**src/design/md5_pkg.sv**
```systemverilog
package md5_pkg;

  localparam logic [31:0] IV0 = 32'h67452301;
  localparam logic [31:0] IV1 = 32'hefcdab89;
  localparam logic [31:0] IV2 = 32'h98badcfe;
  localparam logic [31:0] IV3 = 32'h10325476;
  localparam logic [7:0]  PAD_BYTE = 8'h80;
  localparam int unsigned CNT_W = 61;

  // controller -> datapath commands
  typedef struct packed {
    logic       put_byte;   // store in_byte at pos, clear rest of word on byte 0
    logic [7:0] in_byte;
    logic       count_inc;
    logic       zero_word;  // write zero to word index wz_idx
    logic [3:0] wz_idx;
    logic       put_len;    // write bit length into words 14 and 15
    logic       rnd_start;  // load a..d from chaining value
    logic       rnd_step;
    logic [5:0] rnd_idx;
    logic       cv_add;
    logic       cv_init;
    logic       cnt_clr;
  } md5_cmd_t;

  typedef struct packed {
    logic [5:0] pos;        // byte position within block
  } md5_sts_t;

  function automatic logic [31:0] rconst(input logic [5:0] i);
    logic [31:0] t [64];
    t = '{
      32'hd76aa478, 32'he8c7b756, 32'h242070db, 32'hc1bdceee,
      32'hf57c0faf, 32'h4787c62a, 32'ha8304613, 32'hfd469501,
      32'h698098d8, 32'h8b44f7af, 32'hffff5bb1, 32'h895cd7be,
      32'h6b901122, 32'hfd987193, 32'ha679438e, 32'h49b40821,
      32'hf61e2562, 32'hc040b340, 32'h265e5a51, 32'he9b6c7aa,
      32'hd62f105d, 32'h02441453, 32'hd8a1e681, 32'he7d3fbc8,
      32'h21e1cde6, 32'hc33707d6, 32'hf4d50d87, 32'h455a14ed,
      32'ha9e3e905, 32'hfcefa3f8, 32'h676f02d9, 32'h8d2a4c8a,
      32'hfffa3942, 32'h8771f681, 32'h6d9d6122, 32'hfde5380c,
      32'ha4beea44, 32'h4bdecfa9, 32'hf6bb4b60, 32'hbebfbc70,
      32'h289b7ec6, 32'heaa127fa, 32'hd4ef3085, 32'h04881d05,
      32'hd9d4d039, 32'he6db99e5, 32'h1fa27cf8, 32'hc4ac5665,
      32'hf4292244, 32'h432aff97, 32'hab9423a7, 32'hfc93a039,
      32'h655b59c3, 32'h8f0ccc92, 32'hffeff47d, 32'h85845dd1,
      32'h6fa87e4f, 32'hfe2ce6e0, 32'ha3014314, 32'h4e0811a1,
      32'hf7537e82, 32'hbd3af235, 32'h2ad7d2bb, 32'heb86d391};
    return t[i];
  endfunction

  function automatic logic [4:0] rshift(input logic [5:0] i);
    logic [4:0] s;
    case ({i[5:4], i[1:0]})
      4'd0: s = 5'd7;   4'd1: s = 5'd12;  4'd2: s = 5'd17;  4'd3: s = 5'd22;
      4'd4: s = 5'd5;   4'd5: s = 5'd9;   4'd6: s = 5'd14;  4'd7: s = 5'd20;
      4'd8: s = 5'd4;   4'd9: s = 5'd11;  4'd10: s = 5'd16; 4'd11: s = 5'd23;
      4'd12: s = 5'd6;  4'd13: s = 5'd10; 4'd14: s = 5'd15; default: s = 5'd21;
    endcase
    return s;
  endfunction

endpackage

```
**src/design/md5_hash_engine.sv**
```systemverilog
// MD5 engine, one byte per input transfer.
// Throughput: one byte per cycle; the byte that fills a block stalls intake
// while the 64 rounds run on one shared round unit, then the fold.
// Last transfer: pad, zero words and length, plus one or two compressions,
// then 4 digest transfers.
// Reset: async active low; chaining value to the MD5 IV, byte count to zero.
module md5_hash_engine (
  input  logic        clk_i,
  input  logic        rst_ni,
  input  logic        in_valid_i,
  output logic        in_stall_o,
  input  logic [7:0]  data_byte_i,
  input  logic        byte_present_i,
  input  logic        last_item_i,
  output logic        out_valid_o,
  input  logic        out_stall_i,
  output logic [31:0] digest_word_o,
  output logic [1:0]  word_number_o,
  output logic        last_word_o
);

  md5_pkg::md5_cmd_t cmd;
  md5_pkg::md5_sts_t sts;
  logic [127:0]      cv;

  // sequencer: byte intake, padding, round count, digest output
  md5_ctrl u_ctrl (
    .clk_i, .rst_ni, .in_valid_i, .in_stall_o, .data_byte_i, .byte_present_i,
    .last_item_i, .out_valid_o, .out_stall_i, .word_number_o, .last_word_o,
    .sts_i(sts), .cmd_o(cmd)
  );

  // block buffer, round unit, chaining value and byte counter
  md5_datapath u_dp (
    .clk_i, .rst_ni, .cmd_i(cmd), .sts_o(sts), .cv_o(cv)
  );

  // digest word select; chaining value is stable while output waits
  assign digest_word_o = cv[32*word_number_o +: 32];

endmodule

```
**src/design/md5_datapath.sv**
```systemverilog
module md5_datapath (
  input  logic             clk_i,
  input  logic             rst_ni,
  input  md5_pkg::md5_cmd_t cmd_i,
  output md5_pkg::md5_sts_t sts_o,
  output logic [127:0]     cv_o
);

  logic [31:0] blk_q [16];
  logic [31:0] cv_q [4];
  logic [31:0] a_q, b_q, c_q, d_q;
  logic [md5_pkg::CNT_W-1:0] cnt_q;

  logic [31:0] f, sum, rot;
  logic [3:0]  g;
  logic [5:0]  i;
  logic [3:0]  wi;
  logic [1:0]  bi;
  logic [63:0] bits;

  assign i  = cmd_i.rnd_idx;
  assign wi = cnt_q[5:2];
  assign bi = cnt_q[1:0];
  assign bits = {cnt_q, 3'b000};

  always_comb begin
    case (i[5:4])
      2'd0: begin f = (b_q & c_q) | (~b_q & d_q); g = i[3:0]; end
      2'd1: begin f = (d_q & b_q) | (~d_q & c_q); g = 4'(5 * i + 1); end
      2'd2: begin f = b_q ^ c_q ^ d_q;            g = 4'(3 * i + 5); end
      default: begin f = c_q ^ (b_q | ~d_q);      g = 4'(7 * i); end
    endcase
    sum = a_q + f + md5_pkg::rconst(i) + blk_q[g];
    rot = 32'({sum, sum} >> (6'd32 - {1'b0, md5_pkg::rshift(i)}));
  end

  always_ff @(posedge clk_i) begin
    if (cmd_i.put_byte) begin
      if (bi == 2'd0) blk_q[wi] <= {24'd0, cmd_i.in_byte};
      else blk_q[wi][8*bi +: 8] <= cmd_i.in_byte;
    end
    if (cmd_i.zero_word) blk_q[cmd_i.wz_idx] <= '0;
    if (cmd_i.put_len) begin
      blk_q[14] <= bits[31:0];
      blk_q[15] <= bits[63:32];
    end
    if (cmd_i.rnd_start) begin
      a_q <= cv_q[0]; b_q <= cv_q[1]; c_q <= cv_q[2]; d_q <= cv_q[3];
    end else if (cmd_i.rnd_step) begin
      a_q <= d_q; d_q <= c_q; c_q <= b_q; b_q <= b_q + rot;
    end
  end

  always_ff @(posedge clk_i or negedge rst_ni) begin
    if (!rst_ni) begin
      cv_q  <= '{md5_pkg::IV0, md5_pkg::IV1, md5_pkg::IV2, md5_pkg::IV3};
      cnt_q <= '0;
    end else begin
      if (cmd_i.cv_init)
        cv_q <= '{md5_pkg::IV0, md5_pkg::IV1, md5_pkg::IV2, md5_pkg::IV3};
      else if (cmd_i.cv_add) begin
        cv_q[0] <= cv_q[0] + a_q; cv_q[1] <= cv_q[1] + b_q;
        cv_q[2] <= cv_q[2] + c_q; cv_q[3] <= cv_q[3] + d_q;
      end
      if (cmd_i.cnt_clr) cnt_q <= '0;
      else if (cmd_i.count_inc) cnt_q <= cnt_q + 1'b1;
    end
  end

  assign sts_o.pos = cnt_q[5:0];
  assign cv_o = {cv_q[3], cv_q[2], cv_q[1], cv_q[0]};

endmodule

```
**src/design/md5_ctrl.sv**
```systemverilog
module md5_ctrl (
  input  logic              clk_i,
  input  logic              rst_ni,
  input  logic              in_valid_i,
  output logic              in_stall_o,
  input  logic [7:0]        data_byte_i,
  input  logic              byte_present_i,
  input  logic              last_item_i,
  output logic              out_valid_o,
  input  logic              out_stall_i,
  output logic [1:0]        word_number_o,
  output logic              last_word_o,
  input  md5_pkg::md5_sts_t sts_i,
  output md5_pkg::md5_cmd_t cmd_o
);

  localparam logic [2:0] S_IDLE = 3'd0;  // accept bytes
  localparam logic [2:0] S_PAD  = 3'd1;  // write pad byte
  localparam logic [2:0] S_ZERO = 3'd2;  // zero tail words
  localparam logic [2:0] S_LEN  = 3'd3;  // write length
  localparam logic [2:0] S_RND  = 3'd4;  // 64 rounds
  localparam logic [2:0] S_ADD  = 3'd5;  // fold into chaining value
  localparam logic [2:0] S_OUT  = 3'd6;  // emit digest

  logic [2:0] state_q, state_d;
  logic [5:0] rnd_q, rnd_d;
  logic [3:0] wz_q, wz_d;
  logic       fin_q, fin_d;     // finalizing message
  logic       pad_q, pad_d;     // pad byte already written
  logic       two_q, two_d;     // length goes in a second block
  logic [1:0] wn_q, wn_d;
  logic       acc;

  assign in_stall_o    = (state_q != S_IDLE);
  assign acc           = in_valid_i && !in_stall_o;
  assign out_valid_o   = (state_q == S_OUT);
  assign word_number_o = wn_q;
  assign last_word_o   = (wn_q == 2'd3);

  always_comb begin
    state_d = state_q; rnd_d = rnd_q; wz_d = wz_q;
    fin_d = fin_q; pad_d = pad_q; two_d = two_q; wn_d = wn_q;
    cmd_o = '0;
    cmd_o.in_byte = data_byte_i;
    cmd_o.rnd_idx = rnd_q;
    cmd_o.wz_idx  = wz_q;
    case (state_q)
      S_IDLE: if (acc) begin
        if (byte_present_i) begin
          cmd_o.put_byte = 1'b1;
          cmd_o.count_inc = 1'b1;
        end
        fin_d = last_item_i;
        if (byte_present_i && sts_i.pos == 6'd63) begin
          cmd_o.rnd_start = 1'b1; rnd_d = '0; state_d = S_RND;
        end else if (last_item_i) state_d = S_PAD;
      end
      S_PAD: begin
        cmd_o.put_byte = 1'b1;
        cmd_o.in_byte = md5_pkg::PAD_BYTE;
        pad_d = 1'b1;
        two_d = (sts_i.pos >= 6'd56);
        wz_d  = sts_i.pos[5:2] + 4'd1;
        state_d = (sts_i.pos[5:2] == 4'd15) ? S_LEN : S_ZERO;
      end
      S_ZERO: begin
        cmd_o.zero_word = 1'b1;
        wz_d = wz_q + 4'd1;
        if (wz_q == 4'd15) state_d = S_LEN;
      end
      S_LEN: begin
        if (!two_q) cmd_o.put_len = 1'b1;
        cmd_o.rnd_start = 1'b1; rnd_d = '0; state_d = S_RND;
      end
      S_RND: begin
        cmd_o.rnd_step = 1'b1;
        rnd_d = rnd_q + 6'd1;
        if (rnd_q == 6'd63) state_d = S_ADD;
      end
      S_ADD: begin
        cmd_o.cv_add = 1'b1;
        if (!fin_q) state_d = S_IDLE;
        else if (!pad_q) state_d = S_PAD;  // last byte filled the block
        else if (two_q) begin
          two_d = 1'b0; wz_d = '0; state_d = S_ZERO;
        end else begin
          wn_d = '0; state_d = S_OUT;
        end
      end
      S_OUT: if (!out_stall_i) begin
        wn_d = wn_q + 2'd1;
        if (wn_q == 2'd3) begin
          cmd_o.cv_init = 1'b1; cmd_o.cnt_clr = 1'b1;
          fin_d = 1'b0; pad_d = 1'b0; state_d = S_IDLE;
        end
      end
      default: state_d = S_IDLE;
    endcase
  end

  always_ff @(posedge clk_i or negedge rst_ni) begin
    if (!rst_ni) begin
      state_q <= S_IDLE; rnd_q <= '0; wz_q <= '0;
      fin_q <= 1'b0; pad_q <= 1'b0; two_q <= 1'b0; wn_q <= '0;
    end else begin
      state_q <= state_d; rnd_q <= rnd_d; wz_q <= wz_d;
      fin_q <= fin_d; pad_q <= pad_d; two_q <= two_d; wn_q <= wn_d;
    end
  end

endmodule

```
**config.mk**
```make
export PLATFORM = sky130hd
export DESIGN_NAME = md5_hash_engine
export DESIGN_NICKNAME = d
export VERILOG_FILES = /design/src/design/md5_pkg.sv /design/src/design/md5_hash_engine.sv /design/src/design/md5_datapath.sv /design/src/design/md5_ctrl.sv
export SDC_FILE = /design/constraint.sdc
export NUM_CORES = 2
export LEC_CHECK = 0
export BUFFER_PORTS_ARGS = -buffer_cell sky130_fd_sc_hd__clkbuf_2
export CORE_AREA = 2 2 404 406
export DETAILED_ROUTE_END_ITERATION = 7
export DIE_AREA = 0 0 406 408
export PLACE_DENSITY_LB_ADDON = 0.2
export SLEW_MARGIN = 20
export SYNTH_ARGS = -nofsm -noshare
export SYNTH_HDL_FRONTEND = slang
export SYNTH_SLANG_ARGS = --single-unit
export TNS_END_PERCENT = 100
```
**constraint.sdc**
```tcl
create_clock -name clk_i -period 10.5 [get_ports clk_i]
set_input_delay 0.525 -clock clk_i [delete_from_list [all_inputs] [get_ports clk_i]]
set_output_delay 0.525 -clock clk_i [all_outputs]
set_load 0.005 [all_outputs]
```
== Word-level counts from Yosys, hierarchy flattened ==
Memories as Yosys holds them, arrays and structs flattened.
Cells that the tools add are included.
Word-level totals
  bits in latches: 0
  memories: 3
  register bits: 335
  input port bits: 14
  memory bits (read-only): 2128
  logic and storage cells: 251
  bits in writable memories: 512
  output and inout port bits: 37
Operators by class
  bitwise operators: 45
  add/subtract/negate cells: 17
  divide/modulo/power cells: 0
  order comparisons: 2
  reductions and logical operators: 25
  mux-type cells: 112
  multiply operators: 3
  shifts and indexed selects: 4
  equality and inequality tests: 24
Memories
  (no name shown): depth 64, bits a word 32, read ports 1, clocked after memory_dff 0, write ports 0, line md5_pkg.sv:49  | return t[i];
  u_dp.blk_q: depth 16, bits a word 32, read ports 1, clocked after memory_dff 0, write ports 2, line md5_datapath.sv:9  | logic [31:0] blk_q [16];
  (no name shown): depth 16, bits a word 5, read ports 1, clocked after memory_dff 0, write ports 0, line md5_pkg.sv:54  | case ({i[5:4], i[1:0]})
Operator list (number)
  $mux 32: 15
  $add 32x32->32: 8
  $mux 128: 2
  $and 32x32->32: 4
  $shiftx 128x8->32: 1
  $mux 61: 2
  $or 32x32->32: 3
  $pmux 32 s3: 1
  $xor 32x32->32: 3
  $not 32->32: 2
  $reduce_or 32->1: 2
  $shr 64x6->32: 1
  $add 61x1->61 const B: 1
  $mux 1: 57
  $neg 5->34: 1
  $shift 8x34->32 const A: 1
  $shiftx 8x34->32: 1
  $or 1x1->1: 32
  $mux 3: 10
  $pmux 4 s3: 2
  $pmux 3 s7: 1
  $mux 4: 5
  $pmux 6 s3: 1
  $ne 2x1->1 const B: 8
  other kinds (34): 68

== Logic depth before layout (Yosys ltp) ==
  word-level depth: 11
  mapped depth: 49
  gate-level depth less buffers: 45

== Cells and area by module ==
A second synthesis with hierarchy kept.
Second synthesis, totals
  cells, all modules: 6858
  area, all modules: 56949.6 µm²
Modules (own cells, without submodules)
  md5_datapath: area each 54817.6 µm², times used 1, sequential area each 19513.7 µm², cells an instance 6658
  md5_ctrl: area each 1317.5 µm², times used 1, sequential area each 450.4 µm², cells an instance 161
  md5_hash_engine: area each 814.5 µm², times used 1, sequential area each 0.0 µm², cells an instance 39

== Worst setup path after synthesis ==
No wires, ideal clock.
  path kind: reg2reg
  start point: register u_ctrl.rnd_q[2]
  end point: register u_dp.b_q[31], data pin
  clock period less this slack: 11156 ps
  stages on the path, launching flop included: 45
  arrival: 10896 ps
  buffers on the path: 7
  required time: 10240 ps
  library setup time: 260 ps
  slack: -656 ps
  cell sequence: dfrtp_1 > buf_4 > inv_4 > clkbuf_1 > clkbuf_1 > ha_1 > fa_1 > mux4_2 > buf_6 > clkbuf_1 > clkbuf_1 > buf_1 > mux2i_1 > a21oi_1 > fa_1 > inv_1 > fa_1 > inv_1 > [9 not listed] > mux4_2 > mux2_2 > a21oi_1 > mux2_2 > ha_1 > a211oi_1 > o21bai_1 > nor4_1 > o31a_1 > a21oi_1 > a21oi_1 > o21ai_0 > nor4_1 > o21ai_0 > a21o_1 > a21oi_1 > xnor3_1 > mux2_2
On the way
  longest elaborated chain between the ends: 10
  elaborated cells between the ends (all ways): 17
  those cells by class: 5 x add/sub; 3 x mul; 1 x shift; 5 x mux; 1 x bitwise; 2 x memory
Ends and longest elaborated chain
  from (decl): line md5_ctrl.sv:26  | logic [5:0] rnd_q, rnd_d;
  from (signal assigned): line md5_ctrl.sv:106  | state_q <= state_d; rnd_q <= rnd_d; wz_q <= wz_d;
  parallel branches: the longest is 5 deep, another holds $mem_v2 16x32
  $add 32x32->32 *: line md5_datapath.sv:33  | sum = a_q + f + md5_pkg::rconst(i) + blk_q[g];
  $shr 64x6->32 *: line md5_datapath.sv:34  | rot = 32'({sum, sum} >> (6'd32 - {1'b0, md5_pkg::rshift(i)}));
  $add 32x32->32 *: line md5_datapath.sv:50  | a_q <= d_q; d_q <= c_q; c_q <= b_q; b_q <= b_q + rot;
  $mux 32 *: line md5_datapath.sv:49  | end else if (cmd_i.rnd_step) begin
  $mux 32 *: line md5_datapath.sv:47  | if (cmd_i.rnd_start) begin
  to (signal assigned): line md5_datapath.sv:48  | a_q <= cv_q[0]; b_q <= cv_q[1]; c_q <= cv_q[2]; d_q <= cv_q[3];
  to (signal assigned): line md5_datapath.sv:50
  to (decl): line md5_datapath.sv:11  | logic [31:0] a_q, b_q, c_q, d_q;
Every way passes the cells marked *. The select of a mux whose other input is x is not followed.
A chain may end at the register's enable or synchronous reset.

== Worst setup path after layout ==
  start point: register u_ctrl.rnd_q[2]
  end point: register u_dp.b_q[28], data pin
The elaborated chain is that of the path after synthesis.

==> flow_summary.toml <==
[cells_and_area]
num_antenna_cells = 0
drive_above_1_share_pct = 20.5
n_fill_cell = 15800
fin_area_um2 = 61500
area_growth_syn_to_layout_pct = 16.0
nets = 5283

[cts]
cts_buffers = 98
cts_tree = "done"
cts-htree-levels = 3
cts_root_buffer = "clkbuf_16"
insertion_delay_ns = 0.77
path_clk_slew_ns = 0.06
numClockSinks = 847
clockBufferDepth = 3

[setup_path]
worstSetupStartpointType = "flop"
timing.rr.end = "u_dp.b_q[28]$_DFFE_PP_"
required_ns = 10.90
cp_max_fo = 9
critPathKind = "flop to flop"
cp-end-kind = "flop"
crit_end = "u_dp.b_q[28]$_DFFE_PP_"
reg2reg_from = "u_ctrl.rnd_q[2]$_DFFE_PN0P_"
critical_path_arrival_ns = 10.57
critPathLaunch = "u_ctrl.rnd_q[2]$_DFFE_PN0P_"
critPathSlowestCell = "mux4_4"
r2r_slack_ns = 0.33
cp_common_cell = "a21oi_2"
reg2regPathDepth = 45
max_stage_delay_ns = 0.73

[synth]
synth_nets = 5129
synth-main-ff-cell = "edfxtp_1"
synth_cell_types = 110
async_reset_ff_share_pct = 24.4
synth_edf_count = 637
synthTopCellsByArea = "edfxtp_1 36%, mux4_2 7.4%, dfrtp_1 6.7%, ha_1 5.4%, a21oi_1 3.6%"
yosys.area.top_type = "edfxtp_1"
synthCells = 4818
netlist_area_um2 = 53000
syn_avg_cell_area_um2 = 11.0
yosysSeqAreaShare_pct = 46.1
yosys_warnings = 0
synth_top_area_share_pct = 36.1
ys_seq_elements = 847

[power_and_ir_drop]
ir_drop_mv = 0.150
total_power_mw = 7.12
power.density_nw_per_um2 = 116
leakagePower_nw = 22.2

[placed_design]
hpwl_mm = 126
placed_area_um2 = 57000
port-buffer-count = 50
place.gp.congestion = 0.943

[timing]
period_share_pct = 96.8
slew_violations = 0
fin_crit_ns = 10.17
slew_headroom_pct = 21.3
tightest_slew_ns = 1.18
fmax_mhz = 98.4
hold_viol_final = 0
setup_violations = 0
fin_skew_ns = 0.0874

[min_path]
holdCritPathClass = "input pin to flop"

[route]
via_per_inst = 5.47
wire_per_inst_um = 24.4
drt_first_pass_iters = 6
wirelength_mm = 177
drtIter0Drc = 3571
vias = 39500
drc_errors = 0
ant_nets = 0

[floorplanning]
die_w_um = 406
core_um2 = 162000
die_h_um = 408
fp.dieArea_um2 = 166000
initial_utilization_pct = 32.8
placementRows = 148
ios = 51

[global_routing]
grt_use_met1_pct = 29.6
busiest_layer = "met2"
use_met3_pct = 2.60
met2_usage_pct = 33.4
track_usage_pct = 20.8
grt_first_pass_wirelength_mm = 260
grt_max_degree = 112
grt_overflow = 0
first_global_vias = 38900
antenna_found_initial = 3

[run_status]
outcome = "completed"

[job]
maxCapViolations = 0
[timing repair]
action | 4_1_cts | 5_1_grt
hold endpoints to repair | 39 | 0
hold buffers | 1 | 0
resized for setup | 5 | 186
buffers inserted | 0 | 32
pin swaps | 1 | 54
gates cloned | 1 | 2
endpoints found under the setup margin | 3 | 10
[per-layer routing]
| layer | vias up | share of wire, % |
|---|---|---|
| met3 | 217 | 4.5 |
| li1 | 18200 | - |
| met2 | 1091 | 47 |
| met5 | - | 0 |
| met1 | 20100 | 46 |
| met4 | 0 | 2.6 |
[cell usage after synthesis (10+ instances only)]
| library cell | instances |
|---|---|
| dfrtp_1 | 143 |
| clkbuf_1 | 187 |
| a311oi_1 | 14 |
| dfstp_2 | 64 |
| nand3_1 | 112 |
| a211oi_1 | 60 |
| and2_1 | 20 |
| or2_2 | 10 |
| inv_1 | 214 |
| o21ai_0 | 334 |
| a21o_1 | 130 |
| mux4_2 | 174 |
| nand4_1 | 21 |
| xor2_1 | 130 |
| or3_1 | 25 |
| fa_1 | 69 |
| o211ai_1 | 12 |
| buf_1 | 39 |
| nor2b_1 | 87 |
| o22ai_1 | 27 |
| a21oi_1 | 386 |
| xnor2_1 | 162 |
| mux2_2 | 115 |
| o21a_1 | 25 |
| and3_1 | 32 |
| ha_1 | 228 |
| buf_2 | 20 |
| a31oi_1 | 64 |
| a211o_1 | 10 |
| nand2b_1 | 41 |
| o21bai_1 | 20 |
| nor4_1 | 10 |
| o21ai_1 | 17 |
| edfxtp_1 | 637 |
| o31ai_1 | 23 |
| mux2i_1 | 110 |
| nor2_1 | 424 |
| nand2_1 | 354 |
| nor3_1 | 72 |
| a22o_1 | 10 |
[worst max-delay path, delay by kind of cell (launching register included)]
| kind | cells | cell delay (ns) |
|---|---|---|
| AO/OA/AOI/OAI | 21 | 3.48 |
| XOR/XNOR | 2 | 0.42 |
| adder cells (fa/ha/maj) | 7 | 2.56 |
| buffers and inverters | 9 | 1.24 |
| flip-flops | 1 | 0.51 |
| multiplexers | 2 | 1.03 |
| AND/OR/NAND/NOR | 4 | 0.53 |
[cells by family after synthesis]
| logic type | Yosys count | share of synthesized area [%] |
|---|---|---|
| buf+inv | 475 | 3.50 |
| flops | 847 | 46.1 |
| mux | 400 | 11.9 |
| xor+xnor | 297 | 4.99 |
| compound gates | 1247 | 14.5 |
| simple gates | 1255 | 11.0 |
| fa+ha+maj | 297 | 7.98 |
[through the flow]
step / hold WS, ns / TNS, ns / util, % / cells / setup slack, ns
after floorplan: 0.229 / -0.0319 / - / 4818 / -0.0319
after global placement: 0.467 / 0 / 35.2 / 7011 / 0.0346
after detailed placement: 0.473 / 0 / 35.2 / 7011 / 0.00352
after CTS: 0.0421 / 0 / 37.3 / 7197 / 0.0389
after global routing: 0.0955 / -0.138 / 38.1 / 7231 / -0.0553
final: 0.109 / 0 / 38.1 / 7231 / 0.333
[power by group]
| part | total (mW) | internal, mW | switching, mW |
|---|---|---|---|
| Combinational | 0.0650 | 0.0157 | 0.0492 |
| Clock | 3.48 | 1.98 | 1.51 |
| Sequential | 3.58 | 3.57 | 0.00154 |
[sequential cells by signal (all words and copies together), names as in the netlist, 4 cells and up]
signal / cells
u_dp.b_q: 32
u_dp.cv_o: 128
u_ctrl.wz_q: 4
u_dp.c_q: 32
u_dp.a_q: 32
u_dp.cnt_q: 61
u_ctrl.rnd_q: 6
u_dp.blk_q: 512
u_dp.d_q: 32
[final cells by class]
type,count,area [um2],area share [%]
clock inverters,58,664,1.08
repair buffers,306,2460,4.00
well taps,2175,2720,4.42
inverters,223,845,1.37
clock buffers,126,2620,4.25
multi-input cells,3496,27800,45.1
flip-flops and latches,847,24500,39.7
[placed cells by master, fill, tap and decap left out, drive strengths merged, types with 13 or more instances in the layout]
| master | count |
|---|---|
| edfxtp | 637 |
| nor2 | 427 |
| a21oi | 388 |
| nand2 | 358 |
| o21ai | 351 |
| buf | 253 |
| ha | 228 |
| inv | 223 |
| clkbuf | 177 |
| mux4 | 174 |
| xnor2 | 166 |
| dfrtp | 143 |
| a21o | 130 |
| xor2 | 130 |
| mux2 | 115 |
| nand3 | 113 |
| mux2i | 111 |
| nor2b | 87 |
| nor3 | 73 |
| fa | 69 |
| a31oi | 66 |
| dfstp | 64 |
| a211oi | 61 |
| clkinv | 47 |
| nand2b | 42 |
| and3 | 34 |
| o22ai | 27 |
| or3 | 26 |
| o21a | 25 |
| o31ai | 23 |
| nand4 | 22 |
| and2 | 21 |
| o21bai | 20 |
| a311oi | 15 |
| o211ai | 13 |
[worst min-delay path by stage]
| stage | slack [ns] | to | from | depth (start not counted) |
|---|---|---|---|---|
| finish | 0.11 | u_ctrl.fin_q$_DFFE_PN0P_ | last_item_i | 3 |
| global route | 0.1 | u_ctrl.fin_q$_DFFE_PN0P_ | last_item_i | 3 |
| CTS | 0.04 | u_ctrl.fin_q$_DFFE_PN0P_ | last_item_i | 3 |
| detailed placement | 0.47 | u_dp.blk_q[14][1]$_SDFFE_PP0P_ | u_dp.blk_q[14][1]$_SDFFE_PP0P_ | 2 |
| global placement | 0.47 | u_dp.blk_q[14][2]$_SDFFE_PP0P_ | u_dp.blk_q[14][2]$_SDFFE_PP0P_ | 2 |
| floorplan | 0.23 | u_ctrl.fin_q$_DFFE_PN0P_ | rst_ni | 0 |
Note: power is estimated with default switching activity, not from simulation.
